--- config.mk ---
export PLATFORM = sky130hd
export DESIGN_NAME = mus_score_event_parser
export DESIGN_NICKNAME = d
export VERILOG_FILES = /design/src/hw/rtl/mse_pkg.sv /design/src/hw/rtl/mse_note_cell.sv /design/src/hw/rtl/mse_note_row.sv /design/src/hw/rtl/mus_score_event_parser.sv
export SDC_FILE = /design/constraint.sdc
export NUM_CORES = 2
export LEC_CHECK = 0
export BUFFER_PORTS_ARGS = -buffer_cell sky130_fd_sc_hd__buf_4
export CAP_MARGIN = 20
export CORE_MARGIN = 2
export CORE_UTILIZATION = 36
export CTS_CLUSTER_DIAMETER = 40
export DETAILED_ROUTE_END_ITERATION = 12
export PLACE_DENSITY = 0.48
export SYNTH_ARGS = -nofsm -noshare
export SYNTH_HDL_FRONTEND = slang
export SYNTH_SLANG_ARGS = --single-unit
--- constraint.sdc ---
create_clock -name clk -period 20.9 [get_ports clk]
set_clock_uncertainty 0.2 [all_clocks]
set_input_delay 1.045 -clock clk [delete_from_list [all_inputs] [get_ports clk]]
set_output_delay 1.045 -clock clk [all_outputs]
set_load 0.02 [all_outputs]
--- src/hw/rtl/mse_pkg.sv ---
// ----------------------------------------------------------------------------
// mse_pkg
// Shared types and constants of the MUS score event parser.
// ----------------------------------------------------------------------------
package mse_pkg;

  localparam int CHANNELS       = 16;
  localparam int NOTE_SLOTS_DEF = 16;
  localparam int MAX_RES        = 3;

  localparam logic [3:0] K_NOTES_OFF  = 4'd0;
  localparam logic [3:0] K_RELEASE    = 4'd1;
  localparam logic [3:0] K_PRESS      = 4'd2;
  localparam logic [3:0] K_PITCH      = 4'd3;
  localparam logic [3:0] K_SYSTEM     = 4'd4;
  localparam logic [3:0] K_VIBRATO    = 4'd5;
  localparam logic [3:0] K_VOLUME     = 4'd6;
  localparam logic [3:0] K_CONTROLLER = 4'd7;
  localparam logic [3:0] K_SCORE_END  = 4'd8;
  localparam logic [3:0] K_GROUP_END  = 4'd9;
  localparam logic [3:0] K_ERROR      = 4'd10;

  // event types, descriptor bits 6..4
  localparam logic [2:0] EV_RELEASE = 3'd0;
  localparam logic [2:0] EV_PRESS   = 3'd1;
  localparam logic [2:0] EV_PITCH   = 3'd2;
  localparam logic [2:0] EV_SYSTEM  = 3'd3;
  localparam logic [2:0] EV_CTRL    = 3'd4;
  localparam logic [2:0] EV_END     = 3'd6;

  localparam logic [3:0] PERC_MUS   = 4'd15;
  localparam logic [3:0] PERC_OUT   = 4'd9;
  localparam logic [3:0] SYS_LO     = 4'd10;
  localparam logic [3:0] SYS_HI     = 4'd14;
  localparam logic [3:0] CTRL_MAX   = 4'd9;
  localparam logic [7:0] CTRL_VIBRATO = 8'd2;
  localparam logic [7:0] CTRL_VOLUME  = 8'd3;
  localparam logic [15:0] HEADER_LEN = 16'd14;
  localparam logic [15:0] POS_START_LO = 16'd6;
  localparam logic [15:0] POS_START_HI = 16'd7;

  localparam logic [7:0] RST_VOLUME = 8'd100;
  localparam logic [7:0] RST_WHEEL  = 8'd128;

  localparam logic [1:0] SRC_EXPLICIT = 2'd0;
  localparam logic [1:0] SRC_CHANNEL  = 2'd1;
  localparam logic [1:0] SRC_GLOBAL   = 2'd2;

  localparam logic CFG_VOLUME = 1'b0;
  localparam logic CFG_WHEEL  = 1'b1;

  typedef struct packed {
    logic [3:0]  kind;
    logic [3:0]  channel;
    logic [6:0]  key;
    logic [3:0]  note_index;
    logic [4:0]  note_count;
    logic [7:0]  volume;
    logic [1:0]  volume_source;
    logic [3:0]  controller;
    logic [7:0]  ctrl_value;
    logic [8:0]  delta;
    logic [31:0] gap;
  } result_t;

  // strobes and operands handed to the held-note row
  typedef struct packed {
    logic       press;
    logic       drop;
    logic [7:0] key;
    logic [3:0] ch;
  } note_ctl_t;

  function automatic result_t mk_result(logic [3:0] kind, logic [3:0] ch);
    result_t r;
    r = '0;
    r.kind = kind;
    r.channel = ch;
    return r;
  endfunction

endpackage

--- src/hw/rtl/mse_note_cell.sv ---
// ----------------------------------------------------------------------------
// mse_note_cell
// One held-note slot for every channel; compares against the key and takes
// its right neighbor's note when a release closes the gap.
// ----------------------------------------------------------------------------
module mse_note_cell #(
  parameter int NOTE_SLOTS = mse_pkg::NOTE_SLOTS_DEF,
  parameter int SLOT       = 0
) (
  input  logic                               clk,
  input  mse_pkg::note_ctl_t                 ctl,
  input  logic [$clog2(NOTE_SLOTS+1)-1:0]    cnt,
  input  logic [6:0]                         nb_val,
  input  logic                               hit_in,
  input  logic                               found,
  output logic [6:0]                         val,
  output logic                               own_hit,
  output logic                               hit_out
);
  localparam int CW = $clog2(NOTE_SLOTS + 1);

  logic [6:0] notes [mse_pkg::CHANNELS];

  assign val     = notes[ctl.ch];
  assign own_hit = (cnt > CW'(SLOT)) && ({1'b0, val} == ctl.key);
  assign hit_out = hit_in | own_hit;

  always_ff @(posedge clk) begin
    if (ctl.press && cnt == CW'(SLOT)) begin
      notes[ctl.ch] <= ctl.key[6:0];
    end else if (ctl.drop && found && hit_out && cnt > CW'(SLOT + 1)) begin
      notes[ctl.ch] <= nb_val;
    end
  end

endmodule

--- src/hw/rtl/mse_note_row.sv ---
// ----------------------------------------------------------------------------
// mse_note_row
// Row of held-note cells: search for a key and shift-down on release.
// ----------------------------------------------------------------------------
module mse_note_row #(
  parameter int NOTE_SLOTS = mse_pkg::NOTE_SLOTS_DEF
) (
  input  logic                               clk,
  input  mse_pkg::note_ctl_t                 ctl,
  input  logic [$clog2(NOTE_SLOTS+1)-1:0]    cnt,
  output logic                               found,
  output logic [$clog2(NOTE_SLOTS)-1:0]      idx
);
  localparam int IW = $clog2(NOTE_SLOTS);

  logic [6:0]          vals [NOTE_SLOTS+1];
  logic [NOTE_SLOTS:0] hit_chain;
  logic [NOTE_SLOTS-1:0] own_hit;

  assign vals[NOTE_SLOTS] = '0;
  assign hit_chain[0]     = 1'b0;
  assign found            = hit_chain[NOTE_SLOTS];

  for (genvar j = 0; j < NOTE_SLOTS; j++) begin : g_cell
    mse_note_cell #(.NOTE_SLOTS(NOTE_SLOTS), .SLOT(j)) u_cell (
      .clk     (clk),
      .ctl     (ctl),
      .cnt     (cnt),
      .nb_val  (vals[j+1]),
      .hit_in  (hit_chain[j]),
      .found   (found),
      .val     (vals[j]),
      .own_hit (own_hit[j]),
      .hit_out (hit_chain[j+1])
    );
  end

  // lowest matching slot
  always_comb begin
    idx = '0;
    for (int j = NOTE_SLOTS - 1; j >= 0; j--) begin
      if (own_hit[j]) idx = IW'(j);
    end
  end

endmodule

--- src/hw/rtl/mus_score_event_parser.sv ---
// Flow: an accepted byte is decoded in S_EXEC and its results are registered;
// the first result shows in S_OUT in the next cycle, further ones on later transfers.
// Throughput: a new byte is taken only in S_IDLE, once every result of the last
// byte is out; the output gives one result per cycle while out_ready is high.
// Reset: all parse state and channel tables clear at once, registers go to
// volume 100 and wheel 128; no clearing pass.
// ----------------------------------------------------------------------------
// mus_score_event_parser
// MUS byte stream to sequence events, held notes kept in a chain of cells.
// ----------------------------------------------------------------------------
module mus_score_event_parser #(
  parameter int NOTE_SLOTS = mse_pkg::NOTE_SLOTS_DEF
) (
  input  logic              clk,
  input  logic              rst,
  input  logic              cfg_we,
  input  logic              cfg_index,
  input  logic [7:0]        cfg_data,
  input  logic              in_valid,
  output logic              in_ready,
  input  logic [7:0]        in_byte,
  input  logic              end_of_data,
  output logic              out_valid,
  input  logic              out_ready,
  output logic [3:0]        kind,
  output logic [3:0]        channel,
  output logic [6:0]        key,
  output logic [3:0]        note_index,
  output logic [4:0]        note_count,
  output logic [7:0]        volume,
  output logic [1:0]        volume_source,
  output logic [3:0]        controller,
  output logic [7:0]        ctrl_value,
  output logic signed [8:0] delta,
  output logic [31:0]       gap,
  output logic              last_of_run
);
  localparam int CW = $clog2(NOTE_SLOTS + 1);
  localparam int IW = $clog2(NOTE_SLOTS);
  localparam int NC = mse_pkg::CHANNELS;

  typedef enum logic [6:0] {
    PH_HEADER = 7'b0000001,
    PH_SKIP   = 7'b0000010,
    PH_DESC   = 7'b0000100,
    PH_OP1    = 7'b0001000,
    PH_OP2    = 7'b0010000,
    PH_GAP    = 7'b0100000,
    PH_DONE   = 7'b1000000
  } phase_t;

  typedef enum logic [2:0] {
    S_IDLE = 3'b001,
    S_EXEC = 3'b010,
    S_OUT  = 3'b100
  } st_t;

  st_t    st;
  phase_t phase, phase_next;
  logic [7:0]  cfg_vol, cfg_whl;
  logic [7:0]  bb;
  logic        beod;
  logic [15:0] byte_pos, byte_pos_next, score_start, score_start_next;
  logic [7:0]  pdesc, pdesc_next, pop, pop_next, glast, glast_next;
  logic [31:0] gap_acc, gap_acc_next;
  logic        top_valid, top_valid_next;
  logic [3:0]  top_ch, top_ch_next;
  logic [NC-1:0] map_valid, map_valid_next;
  logic [3:0]  map_ch [NC];
  logic [3:0]  map_ch_next [NC];
  logic [CW-1:0] held_cnt [NC];
  logic [CW-1:0] held_cnt_next [NC];
  logic [7:0]  vol [NC];
  logic [7:0]  vol_next [NC];
  logic [7:0]  vib [NC];
  logic [7:0]  vib_next [NC];
  logic [7:0]  whl [NC];
  logic [7:0]  whl_next [NC];

  mse_pkg::result_t q [mse_pkg::MAX_RES];
  mse_pkg::result_t q_next [mse_pkg::MAX_RES];
  logic [1:0]  nres, nres_next, ptr;

  logic [3:0]  cur_ch;
  logic [CW-1:0] cur_cnt;
  mse_pkg::note_ctl_t nctl;
  logic        found;
  logic [IW-1:0] idx;

  assign cur_ch  = (pdesc[3:0] == mse_pkg::PERC_MUS) ? mse_pkg::PERC_OUT : map_ch[pdesc[3:0]];
  assign cur_cnt = held_cnt[cur_ch];

  always_comb begin
    nctl = '0;
    nctl.ch = cur_ch;
    nctl.key = (phase == PH_OP2) ? pop : bb;
    if (st == S_EXEC && pdesc[6:4] == mse_pkg::EV_PRESS) begin
      nctl.press = (phase == PH_OP1 && !bb[7]) || phase == PH_OP2;
    end
    nctl.drop = st == S_EXEC && phase == PH_OP1 && pdesc[6:4] == mse_pkg::EV_RELEASE;
  end

  mse_note_row #(.NOTE_SLOTS(NOTE_SLOTS)) u_row (
    .clk   (clk),
    .ctl   (nctl),
    .cnt   (cur_cnt),
    .found (found),
    .idx   (idx)
  );

  // decode of one byte
  always_comb begin
    mse_pkg::result_t r;
    logic [1:0]  n;
    logic [3:0]  pick;
    logic [2:0]  ev;
    logic [7:0]  pvol;
    logic [1:0]  psrc;
    logic        do_press, finish;
    r = '0;
    n = '0;
    pick = '0;
    pvol = '0;
    psrc = mse_pkg::SRC_EXPLICIT;
    do_press = 1'b0;
    finish = 1'b0;
    ev = pdesc[6:4];
    phase_next = phase;
    byte_pos_next = byte_pos;
    score_start_next = score_start;
    pdesc_next = pdesc;
    pop_next = pop;
    glast_next = glast;
    gap_acc_next = gap_acc;
    top_valid_next = top_valid;
    top_ch_next = top_ch;
    map_valid_next = map_valid;
    map_ch_next = map_ch;
    held_cnt_next = held_cnt;
    vol_next = vol;
    vib_next = vib;
    whl_next = whl;
    for (int i = 0; i < mse_pkg::MAX_RES; i++) q_next[i] = '0;

    unique case (phase)
      PH_HEADER: begin
        if (byte_pos == mse_pkg::POS_START_LO) score_start_next[7:0] = bb;
        if (byte_pos == mse_pkg::POS_START_HI) score_start_next[15:8] = bb;
        byte_pos_next = byte_pos + 16'd1;
        if (byte_pos == mse_pkg::HEADER_LEN - 16'd1) begin
          if (score_start_next < mse_pkg::HEADER_LEN) begin
            q_next[n] = mse_pkg::mk_result(mse_pkg::K_ERROR, 4'd0);
            n = n + 2'd1;
            phase_next = PH_DONE;
          end else if (score_start_next == mse_pkg::HEADER_LEN) begin
            phase_next = PH_DESC;
          end else begin
            phase_next = PH_SKIP;
          end
        end
      end
      PH_SKIP: begin
        byte_pos_next = byte_pos + 16'd1;
        if ({1'b0, byte_pos} + 17'd1 >= {1'b0, score_start}) phase_next = PH_DESC;
      end
      PH_DESC: begin
        pdesc_next = bb;
        if (bb[3:0] != mse_pkg::PERC_MUS && !map_valid[bb[3:0]]) begin
          pick = top_valid ? top_ch + 4'd1 : 4'd0;
          if (pick == mse_pkg::PERC_OUT) pick = pick + 4'd1;
          map_valid_next[bb[3:0]] = 1'b1;
          map_ch_next[bb[3:0]] = pick;
          top_valid_next = 1'b1;
          top_ch_next = pick;
          q_next[n] = mse_pkg::mk_result(mse_pkg::K_NOTES_OFF, pick);
          n = n + 2'd1;
        end
        if (bb[6:4] <= mse_pkg::EV_CTRL) begin
          phase_next = PH_OP1;
        end else if (bb[6:4] == mse_pkg::EV_END) begin
          q_next[n] = mse_pkg::mk_result(mse_pkg::K_SCORE_END, 4'd0);
          n = n + 2'd1;
          phase_next = PH_DONE;
        end else begin
          q_next[n] = mse_pkg::mk_result(mse_pkg::K_ERROR, 4'd0);
          n = n + 2'd1;
          phase_next = PH_DONE;
        end
      end
      PH_OP1: begin
        priority case (ev)
          mse_pkg::EV_RELEASE: begin
            if (found) begin
              held_cnt_next[cur_ch] = cur_cnt - CW'(1);
              r = mse_pkg::mk_result(mse_pkg::K_RELEASE, cur_ch);
              r.note_index = 4'(idx);
              r.note_count = 5'(cur_cnt);
              q_next[n] = r;
              n = n + 2'd1;
              finish = 1'b1;
            end else begin
              q_next[n] = mse_pkg::mk_result(mse_pkg::K_ERROR, 4'd0);
              n = n + 2'd1;
              phase_next = PH_DONE;
            end
          end
          mse_pkg::EV_PRESS: begin
            if (bb[7]) begin
              pop_next = bb;
              phase_next = PH_OP2;
            end else begin
              do_press = 1'b1;
              psrc = mse_pkg::SRC_CHANNEL;
            end
          end
          mse_pkg::EV_PITCH: begin
            r = mse_pkg::mk_result(mse_pkg::K_PITCH, cur_ch);
            r.delta = {1'b0, bb} - {1'b0, whl[cur_ch]};
            q_next[n] = r;
            n = n + 2'd1;
            whl_next[cur_ch] = bb;
            finish = 1'b1;
          end
          mse_pkg::EV_SYSTEM: begin
            if (bb < {4'd0, mse_pkg::SYS_LO} || bb > {4'd0, mse_pkg::SYS_HI}) begin
              q_next[n] = mse_pkg::mk_result(mse_pkg::K_ERROR, 4'd0);
              n = n + 2'd1;
              phase_next = PH_DONE;
            end else begin
              r = mse_pkg::mk_result(mse_pkg::K_SYSTEM, cur_ch);
              r.controller = bb[3:0];
              q_next[n] = r;
              n = n + 2'd1;
              finish = 1'b1;
            end
          end
          mse_pkg::EV_CTRL: begin
            pop_next = bb;
            phase_next = PH_OP2;
          end
          default: ;
        endcase
      end
      PH_OP2: begin
        if (ev == mse_pkg::EV_PRESS) begin
          vol_next[cur_ch] = bb;
          do_press = 1'b1;
          if (bb == glast) begin
            psrc = mse_pkg::SRC_GLOBAL;
          end else begin
            glast_next = bb;
            pvol = bb;
          end
        end else if (pop > {4'd0, mse_pkg::CTRL_MAX}) begin
          q_next[n] = mse_pkg::mk_result(mse_pkg::K_ERROR, 4'd0);
          n = n + 2'd1;
          phase_next = PH_DONE;
        end else if (pop == mse_pkg::CTRL_VIBRATO) begin
          r = mse_pkg::mk_result(mse_pkg::K_VIBRATO, cur_ch);
          r.delta = {1'b0, bb} - {1'b0, vib[cur_ch]};
          q_next[n] = r;
          n = n + 2'd1;
          vib_next[cur_ch] = bb;
          finish = 1'b1;
        end else if (pop == mse_pkg::CTRL_VOLUME) begin
          r = mse_pkg::mk_result(mse_pkg::K_VOLUME, cur_ch);
          r.delta = {1'b0, bb} - {1'b0, vol[cur_ch]};
          q_next[n] = r;
          n = n + 2'd1;
          vol_next[cur_ch] = bb;
          finish = 1'b1;
        end else begin
          r = mse_pkg::mk_result(mse_pkg::K_CONTROLLER, cur_ch);
          r.controller = pop[3:0];
          r.ctrl_value = bb;
          q_next[n] = r;
          n = n + 2'd1;
          finish = 1'b1;
        end
      end
      PH_GAP: begin
        gap_acc_next = {gap_acc[24:0], 7'd0} + {25'd0, bb[6:0]};
        if (!bb[7]) begin
          r = mse_pkg::mk_result(mse_pkg::K_GROUP_END, 4'd0);
          r.gap = gap_acc_next;
          q_next[n] = r;
          n = n + 2'd1;
          phase_next = PH_DESC;
        end
      end
      PH_DONE: ;
      default: ;
    endcase

    if (do_press) begin
      if (cur_cnt >= CW'(NOTE_SLOTS)) begin
        q_next[n] = mse_pkg::mk_result(mse_pkg::K_ERROR, 4'd0);
        n = n + 2'd1;
        phase_next = PH_DONE;
      end else begin
        r = mse_pkg::mk_result(mse_pkg::K_PRESS, cur_ch);
        r.key = nctl.key[6:0];
        r.volume = pvol;
        r.volume_source = psrc;
        q_next[n] = r;
        n = n + 2'd1;
        held_cnt_next[cur_ch] = cur_cnt + CW'(1);
        finish = 1'b1;
      end
    end

    if (finish) begin
      if (pdesc[7]) begin
        gap_acc_next = '0;
        phase_next = PH_GAP;
      end else begin
        phase_next = PH_DESC;
      end
    end

    // end of file: truncation check, then a fresh file
    if (beod) begin
      if (phase_next != PH_DONE) begin
        q_next[n] = mse_pkg::mk_result(mse_pkg::K_ERROR, 4'd0);
        n = n + 2'd1;
      end
      phase_next = PH_HEADER;
      byte_pos_next = '0;
      score_start_next = '0;
      pdesc_next = '0;
      pop_next = '0;
      gap_acc_next = '0;
      glast_next = '0;
      top_valid_next = 1'b0;
      top_ch_next = '0;
      map_valid_next = '0;
      for (int i = 0; i < NC; i++) begin
        map_ch_next[i] = '0;
        held_cnt_next[i] = '0;
        vol_next[i] = cfg_vol;
        vib_next[i] = '0;
        whl_next[i] = cfg_whl;
      end
    end
    nres_next = n;
  end

  assign in_ready  = st == S_IDLE;
  assign out_valid = st == S_OUT;
  assign last_of_run = ptr == nres - 2'd1;

  always_comb begin
    mse_pkg::result_t o;
    o = q[ptr];
    kind = o.kind;
    channel = o.channel;
    key = o.key;
    note_index = o.note_index;
    note_count = o.note_count;
    volume = o.volume;
    volume_source = o.volume_source;
    controller = o.controller;
    ctrl_value = o.ctrl_value;
    delta = $signed(o.delta);
    gap = o.gap;
  end

  always_ff @(posedge clk) begin
    if (rst) begin
      st <= S_IDLE;
      ptr <= '0;
      nres <= '0;
      cfg_vol <= mse_pkg::RST_VOLUME;
      cfg_whl <= mse_pkg::RST_WHEEL;
      phase <= PH_HEADER;
      byte_pos <= '0;
      score_start <= '0;
      pdesc <= '0;
      pop <= '0;
      gap_acc <= '0;
      glast <= '0;
      top_valid <= 1'b0;
      top_ch <= '0;
      map_valid <= '0;
      for (int i = 0; i < NC; i++) begin
        map_ch[i] <= '0;
        held_cnt[i] <= '0;
        vol[i] <= mse_pkg::RST_VOLUME;
        vib[i] <= '0;
        whl[i] <= mse_pkg::RST_WHEEL;
      end
    end else begin
      if (cfg_we) begin
        unique case (cfg_index)
          mse_pkg::CFG_VOLUME: cfg_vol <= cfg_data;
          mse_pkg::CFG_WHEEL:  cfg_whl <= cfg_data;
          default: ;
        endcase
      end
      unique case (st)
        S_IDLE: begin
          if (in_valid) begin
            bb <= in_byte;
            beod <= end_of_data;
            st <= S_EXEC;
          end
        end
        S_EXEC: begin
          phase <= phase_next;
          byte_pos <= byte_pos_next;
          score_start <= score_start_next;
          pdesc <= pdesc_next;
          pop <= pop_next;
          gap_acc <= gap_acc_next;
          glast <= glast_next;
          top_valid <= top_valid_next;
          top_ch <= top_ch_next;
          map_valid <= map_valid_next;
          map_ch <= map_ch_next;
          held_cnt <= held_cnt_next;
          vol <= vol_next;
          vib <= vib_next;
          whl <= whl_next;
          q <= q_next;
          nres <= nres_next;
          ptr <= '0;
          st <= (nres_next == 2'd0) ? S_IDLE : S_OUT;
        end
        S_OUT: begin
          // one result per transfer
          if (out_ready) begin
            if (last_of_run) st <= S_IDLE;
            else ptr <= ptr + 2'd1;
          end
        end
        default: st <= S_IDLE;
      endcase
    end
  end

endmodule
## Word level (Yosys, flattened, before mapping)

Memory sizes are Yosys's and may differ from the RTL's.
Index checks and enable logic that the tools add are counted.

- Magnitude comparators: 38
- Mux-type cells: 291
- Equal/unequal tests: 67
- Reduce and logical (&&, ||, !) cells: 112
- Add/sub/neg operators: 15
- Bitwise operators: 53

Operators with widths:

| operator | number |
|---|---|
| $mux W128 | 14 |
| $mux W261 | 6 |
| $mux W87 | 13 |
| $and A255 B255 Y255 | 3 |
| $not A255 Y255 | 3 |
| $demux W87 S2 | 3 |
| $mux W80 | 6 |
| $pmux W87 S5 | 1 |
| $bwmux W128 | 3 |
| $bwmux W261 | 1 |
| $pmux W87 S3 | 1 |
| $and A258 B258 Y258 | 1 |
| $not A258 Y258 | 1 |
| $mux W7 | 30 |
| $mux W64 | 3 |
| $mux W8 | 24 |
| $bmux W87 S2 | 1 |
| $mux W174 | 1 |
| $bwmux W80 | 2 |
| $eq A7 B8 Y1 | 16 |
| $mux W32 | 4 |
| $mux W16 | 7 |
| $mux W4 | 27 |
| $mux W1 | 102 |
| 94 further kinds | 303 |

- Bits of input ports: 23
- Word-level logic and storage cells: 722
- Memory bits (writable): 1,792
- Register bits: 937
- Memories kept: 16

Memory list:

| name | words | width | read ports | clocked after Yosys merged registers in | wr ports | RTL line | source |
|---|---|---|---|---|---|---|---|
| u_row.g_cell[0].u_cell.notes | 16 | 7 | 1 | 0 | 1 | mse_note_cell.sv:22 | `logic [6:0] notes [mse_pkg::CHANNELS];` |
| u_row.g_cell[10].u_cell.notes | 16 | 7 | 1 | 0 | 1 | mse_note_cell.sv:22 |  |
| u_row.g_cell[11].u_cell.notes | 16 | 7 | 1 | 0 | 1 | mse_note_cell.sv:22 |  |
| u_row.g_cell[12].u_cell.notes | 16 | 7 | 1 | 0 | 1 | mse_note_cell.sv:22 |  |
| u_row.g_cell[13].u_cell.notes | 16 | 7 | 1 | 0 | 1 | mse_note_cell.sv:22 |  |
| u_row.g_cell[14].u_cell.notes | 16 | 7 | 1 | 0 | 1 | mse_note_cell.sv:22 |  |
| +10 memories | n/a | n/a | n/a | n/a | n/a | n/a |  |

## Logic depth before layout (Yosys ltp)

- Word-level depth: 38
- Mapped depth: 33
- Mapped depth without buffers: 22

## Hierarchy

A second synthesis with hierarchy kept.

- Cell total of the unflattened synthesis: 10,070
- Area, all modules: 121,853.1 um^2

Modules (own cells, without submodules):

| module | instances | area each (um^2) | cells an instance |
|---|---|---|---|
| mus_score_event_parser | 1 | 40,455.0 | 4,988 |
| mse_note_cell (u_row.g_cell[14].u_cell) | 1 | 5,215.0 | 314 |
| mse_note_cell (u_row.g_cell[6].u_cell) | 1 | 5,183.7 | 330 |
| mse_note_cell (u_row.g_cell[4].u_cell) | 1 | 5,181.2 | 320 |
| mse_note_cell (u_row.g_cell[15].u_cell) | 1 | 5,152.4 | 294 |
| mse_note_cell (u_row.g_cell[3].u_cell) | 1 | 5,129.9 | 308 |
| mse_note_cell (u_row.g_cell[11].u_cell) | 1 | 5,121.2 | 304 |
| mse_note_cell (u_row.g_cell[8].u_cell) | 1 | 5,103.6 | 335 |
| mse_note_cell (u_row.g_cell[7].u_cell) | 1 | 5,098.6 | 328 |
| mse_note_cell (u_row.g_cell[1].u_cell) | 1 | 5,089.9 | 313 |
| mse_note_cell (u_row.g_cell[9].u_cell) | 1 | 5,038.6 | 328 |
| mse_note_cell (u_row.g_cell[10].u_cell) | 1 | 5,022.3 | 328 |
| mse_note_cell (u_row.g_cell[0].u_cell) | 1 | 5,006.1 | 324 |
| mse_note_cell (u_row.g_cell[2].u_cell) | 1 | 5,003.5 | 320 |
| +4 rows | n/a | n/a | n/a |

## Worst setup path before layout

Ideal clock, no wire load.

- Kind: input port to flip-flop
- Start point: input port rst
- End point: register nres[0]
- Data required time: 20.607 ns
- Buffers on the path: 2
- Arrival: 7.669 ns
- Library setup time: 0.093 ns
- Slack: 12.938 ns
- Cell stages on the path: 4
- Path through: clkbuf_1 > clkbuf_1 > nor2_1 > a22o_1

RTL lines:

| item | RTL line | source |
|---|---|---|
| from (decl) | mus_score_event_parser.sv:15 | `input logic rst,` |
| to (signal assigned) | mus_score_event_parser.sv:425 | `nres <= nres_next;` |
| to (decl) | mus_score_event_parser.sv:82 | `logic [1:0] nres, nres_next, ptr;` |

## Worst setup path in the final report

- Start point: register pdesc[1]
- End point: memory u_row.g_cell[11].u_cell.notes[12][0] (enable)

- Longest elaborated chain between the ends: 33
- Elaborated cells between the ends (all ways): 100
- Classes of those cells: 16 x order compare; 18 x eq/ne; 12 x mux; 18 x bitwise; 20 x reduce/logical; 16 x memory

RTL lines:

| item | RTL line | source |
|---|---|---|
| from (decl) | mus_score_event_parser.sv:64 | `logic [7:0] pdesc, pdesc_next, pop, pop_next, glast, glast_next;` |
| from (signal assigned) | mus_score_event_parser.sv:412 | `pdesc <= pdesc_next;` |
| $not A4 Y5 (not written as such) | mus_score_event_parser.sv:90 | `assign cur_ch = (pdesc[3:0] == mse_pkg::PERC_MUS) ? mse_pkg::PERC_OUT : map_ch[pdesc[3:0]];` |
| $bmux W4 S4 | mus_score_event_parser.sv:90 |  |
| $mux W4 (not written as such) (2 in series) | mus_score_event_parser.sv:90 |  |
| $mux W4 * | mus_score_event_parser.sv:90 |  |
| $not A4 Y5 (not written as such) | mus_score_event_parser.sv:91 | `assign cur_cnt = held_cnt[cur_ch];` |
| $bmux W5 S4 | mus_score_event_parser.sv:91 |  |
| $mux W5 (not written as such) (2 in series) | mus_score_event_parser.sv:91 |  |
| $gt A5 B1 Y1 | mse_note_cell.sv:25 | `assign own_hit = (cnt > CW'(SLOT)) && ({1'b0, val} == ctl.key);` |
| $logic_and A1 B1 Y1 | mse_note_cell.sv:25 |  |
| $or A1 B1 Y1 (15 in series) | mse_note_cell.sv:26 | `assign hit_out = hit_in \| own_hit;` |
| $logic_and A1 B1 Y1 (3 in series) | mse_note_cell.sv:31 | `end else if (ctl.drop && found && hit_out && cnt > CW'(SLOT + 1)) begin` |
| $mux W1 | mse_note_cell.sv:31 |  |
| $mux W1 | mse_note_cell.sv:29 | `if (ctl.press && cnt == CW'(SLOT)) begin` |
| $mux W1 (not written as such) | mse_note_cell.sv:32 | `notes[ctl.ch] <= nb_val;` |
| $or A1 B1 Y1 (no line) | n/a |  |
| to (decl) | mse_note_cell.sv:22 |  |

Mark *: on every way between the ends. The rest lies on a longest branch, timed or not. The select of a mux whose other input is x is not followed.

==> flow_summary.toml <==
[place]
dp.cells = 13900
io_buffers = 112
dpl.hpwl_um = 285000
globalplace.congestion = 0.912

[setup_path]
regToRegEndpoint = "u_row.g_cell[11].u_cell.notes[12][0]"
crit_arrival_ps = 11880
r2r_cells = 22
rrSetupSlack_ps = 9390
r2r_start = "pdesc[1]"
cp-end-kind = "register"
startpoint_type = "register"
crit_type = "reg -> reg"
required_ps = 21260
crit_path_max_fanout = 91

[floorplanning]
die_x_um = 573
rows = 208
initial_core_util_pct = 36.2
core_sq_mm = 0.321
die_h_um = 573
io_pins = 113
die-area_sq_mm = 0.328

[hold_path]
holdPathEnd = "bb[1]"
hold_class = "in -> reg"
min_from = "in_byte[1]"
holdPathStages = 1

[yosys]
syn_nets = 10200
synth_cell_types = 113
synth_area_sq_mm = 0.116
yosys_warnings = 0
ys.flop_type = "edfxtp_1"
yosysMostFrequentCell = "edfxtp_1"
yosys-top-cells-count = "edfxtp_1 (1934), nand2_1 (1158), nor2_1 (987)"
synthCells = 10100
yosysSeqAreaShare_pct = 61.2
syn_area_per_cell_sq_um = 11.6
yosys.area.top_type = "edfxtp_1"
synth.top_cell.area_share_pct = 49.9
synth-seq-cells = 2590
yosys-top-cells-area = "edfxtp_1 (50%), dfxtp_1 (11%), nand2_1 (3.7%), a211oi_1 (3.3%), nor2_1 (3.2%)"
synth_edf_count = 1934
async_reset_ff_share_pct = 0

[timing]
worst_pin_slew_ps = 1210
setup-tns-final_ps = 0
finalHoldViolCount = 0
finalSetupViolations = 0
maxSlewHeadroom_pct = 19.0
period_share_pct = 55.1
post-route-min-period_ps = 11510
max_freq_mhz = 86.9
rsz0062_at_grt = "no"
whs_ps = 60.4
finalMaxSlewViolations = 0

[cts]
clk_latency_ps = 1010
cts_buffers = 426
clockRootBuffer = "clkbuf_16"
clkTransAtPathRegs_ps = 60
htreeDepth = 5
cts_tree = "yes"
post-cts-setup-buffers = 0
clockBufferDepth = 4
cts_resized = 0
clock-sinks = 2590

[power_and_ir_drop]
ir_drop_mv = 0.0765
p_per_area_mw_per_mm2 = 95.4
p_leak_nw = 45.6

[run_status]
status = "finished, final reports clean"

[grt]
grt_max_degree = 219
grt_pass1_vias = 84300
track_usage_pct = 27.0
grt_pass1_wl_um = 640000
antenna_found_initial = 26
grt_overflow = 0

[routing]
drc_errors = 0
drt-initial-drc-count = 11500
first_pass_iters = 9
ant_nets = 0
wl_um = 455000
vias_per_cell = 6.00
routedWlPerCell_um = 30.8
vias = 88600

[cells_and_area]
n_fill_cell = 29700
final_util_pct = 42.7
multi_input_area_sq_mm = 0.0419
layout-drive-gt1-share_pct = 14.9
nets = 10200
fin_cells = 14800
regArea_sq_mm = 0.0712
area_growth_pct = 17.9

[run]
cap_violations = 0
-- per-stage QoR --
| stage | instance area (sq um) | setup WS (ps) | total power, mW |
|---|---|---|---|
| floorplan | 116000 | 12940 | 5.76 |
| global placement | 122000 | 9990 | 5.87 |
| detailed placement | 122000 | 9810 | 5.88 |
| CTS | 137000 | 9750 | 13.1 |
| global route | 137000 | 9170 | 13.4 |
| finish | 137000 | 9390 | 13.1 |
-- worst max-delay path by stage --
| stage | to | depth (start not counted) | from |
|---|---|---|---|
| floorplan | nres[0] | 4 | rst |
| global placement | u_row.g_cell[6].u_cell.notes[14][4] | 21 | pdesc[1] |
| detailed placement | u_row.g_cell[11].u_cell.notes[14][2] | 22 | pdesc[1] |
| CTS | u_row.g_cell[11].u_cell.notes[12][0] | 22 | pdesc[1] |
| global route | u_row.g_cell[11].u_cell.notes[14][1] | 21 | pdesc[1] |
| finish | u_row.g_cell[11].u_cell.notes[12][0] | 22 | pdesc[1] |
-- cell usage in the layout, fill, tap and decap left out, drive strengths merged, types with 120 or more instances in the layout --
cell type	Yosys	layout
clkbuf	571	495
and3	434	434
nand2	1164	1164
mux4	124	124
clkinv	0	138
a21oi	495	495
a311oi	140	140
mux2i	228	228
xnor2	120	120
o21ai	350	350
edfxtp	1934	1934
a22oi	273	273
a211oi	512	512
nor2	1003	1003
nand3	305	305
dfxtp	656	656
buf	293	425
and2	164	164
-- metal layers --
metal,up-vias,wire (um),global-route usage (%)
met1,44900,188000,36.3
met3,1010,40100,5.25
li1,38200,-,-
met4,10,22100,12.0
met5,-,73,0
met2,4604,205000,42.1
-- final cells by class --
type                       count  area share, %
timing repair buffer         431           2.52
clock inverter               305           2.70
sequential                  2590           51.9
clock buffer                 494           8.21
multi-input combinational   6569           30.6
tap                         4305           3.93
inverter                      56          0.153
antenna                       12         0.0219
-- power by group --
group / total, mW / internal [mW] / switching, mW
clock network: 7.31 / 4.61 / 2.70
registers: 5.52 / 5.52 / 0.00645
logic: 0.252 / 0.0599 / 0.192
-- registers in the layout, indices dropped and copies added, names as in the netlist, 15 cells and up --
register / count
map_ch: 61
byte_pos: 16
map_valid: 15
gap_acc: 25
score_start: 16
whl: 128
held_cnt: 80
q: 133
vib: 128
u_row.g_cell.u_cell.notes: 1792
vol: 128
-- logic make-up (layout without fill, tap and decap cells) --
kind of cell    after synthesis  in the layout  synth area share [%]
buf+inv                     920           1286                  3.44
xor+xnor                    148            148                  1.11
simple gates               3523           3523                  14.1
compound gates             2415           2415                  14.4
mux                         424            424                  5.07
flops                      2590           2590                  61.2
fa+ha+maj                    59             59                 0.653
other cells                   0             12                     0
-- timing repair --
item                                    CTS  global route
hold endpoints to repair                  5             0
hold buffers                              5             0
endpoints found under the setup margin    0             0
-- critical path, stage by stage, from the launching register on --
cell	delay [ps]
dfxtp_1	990
mux2_2	440
o221ai_2	160
buf_4	310
nand3_4	640
nand2_8	840
buf_4	670
buf_12	510
buf_4	640
nor2_2	80
buf_4	280
a32o_1	280
a221oi_1	580
xnor2_1	140
a221o_1	320
nor4_2	460
nor4b_4	160
nand4_2	220
nand3_2	660
nor3b_2	1020
a21oi_1	390
buf_4	290
nor2_1	530
(Power assumes the default switching activity.)
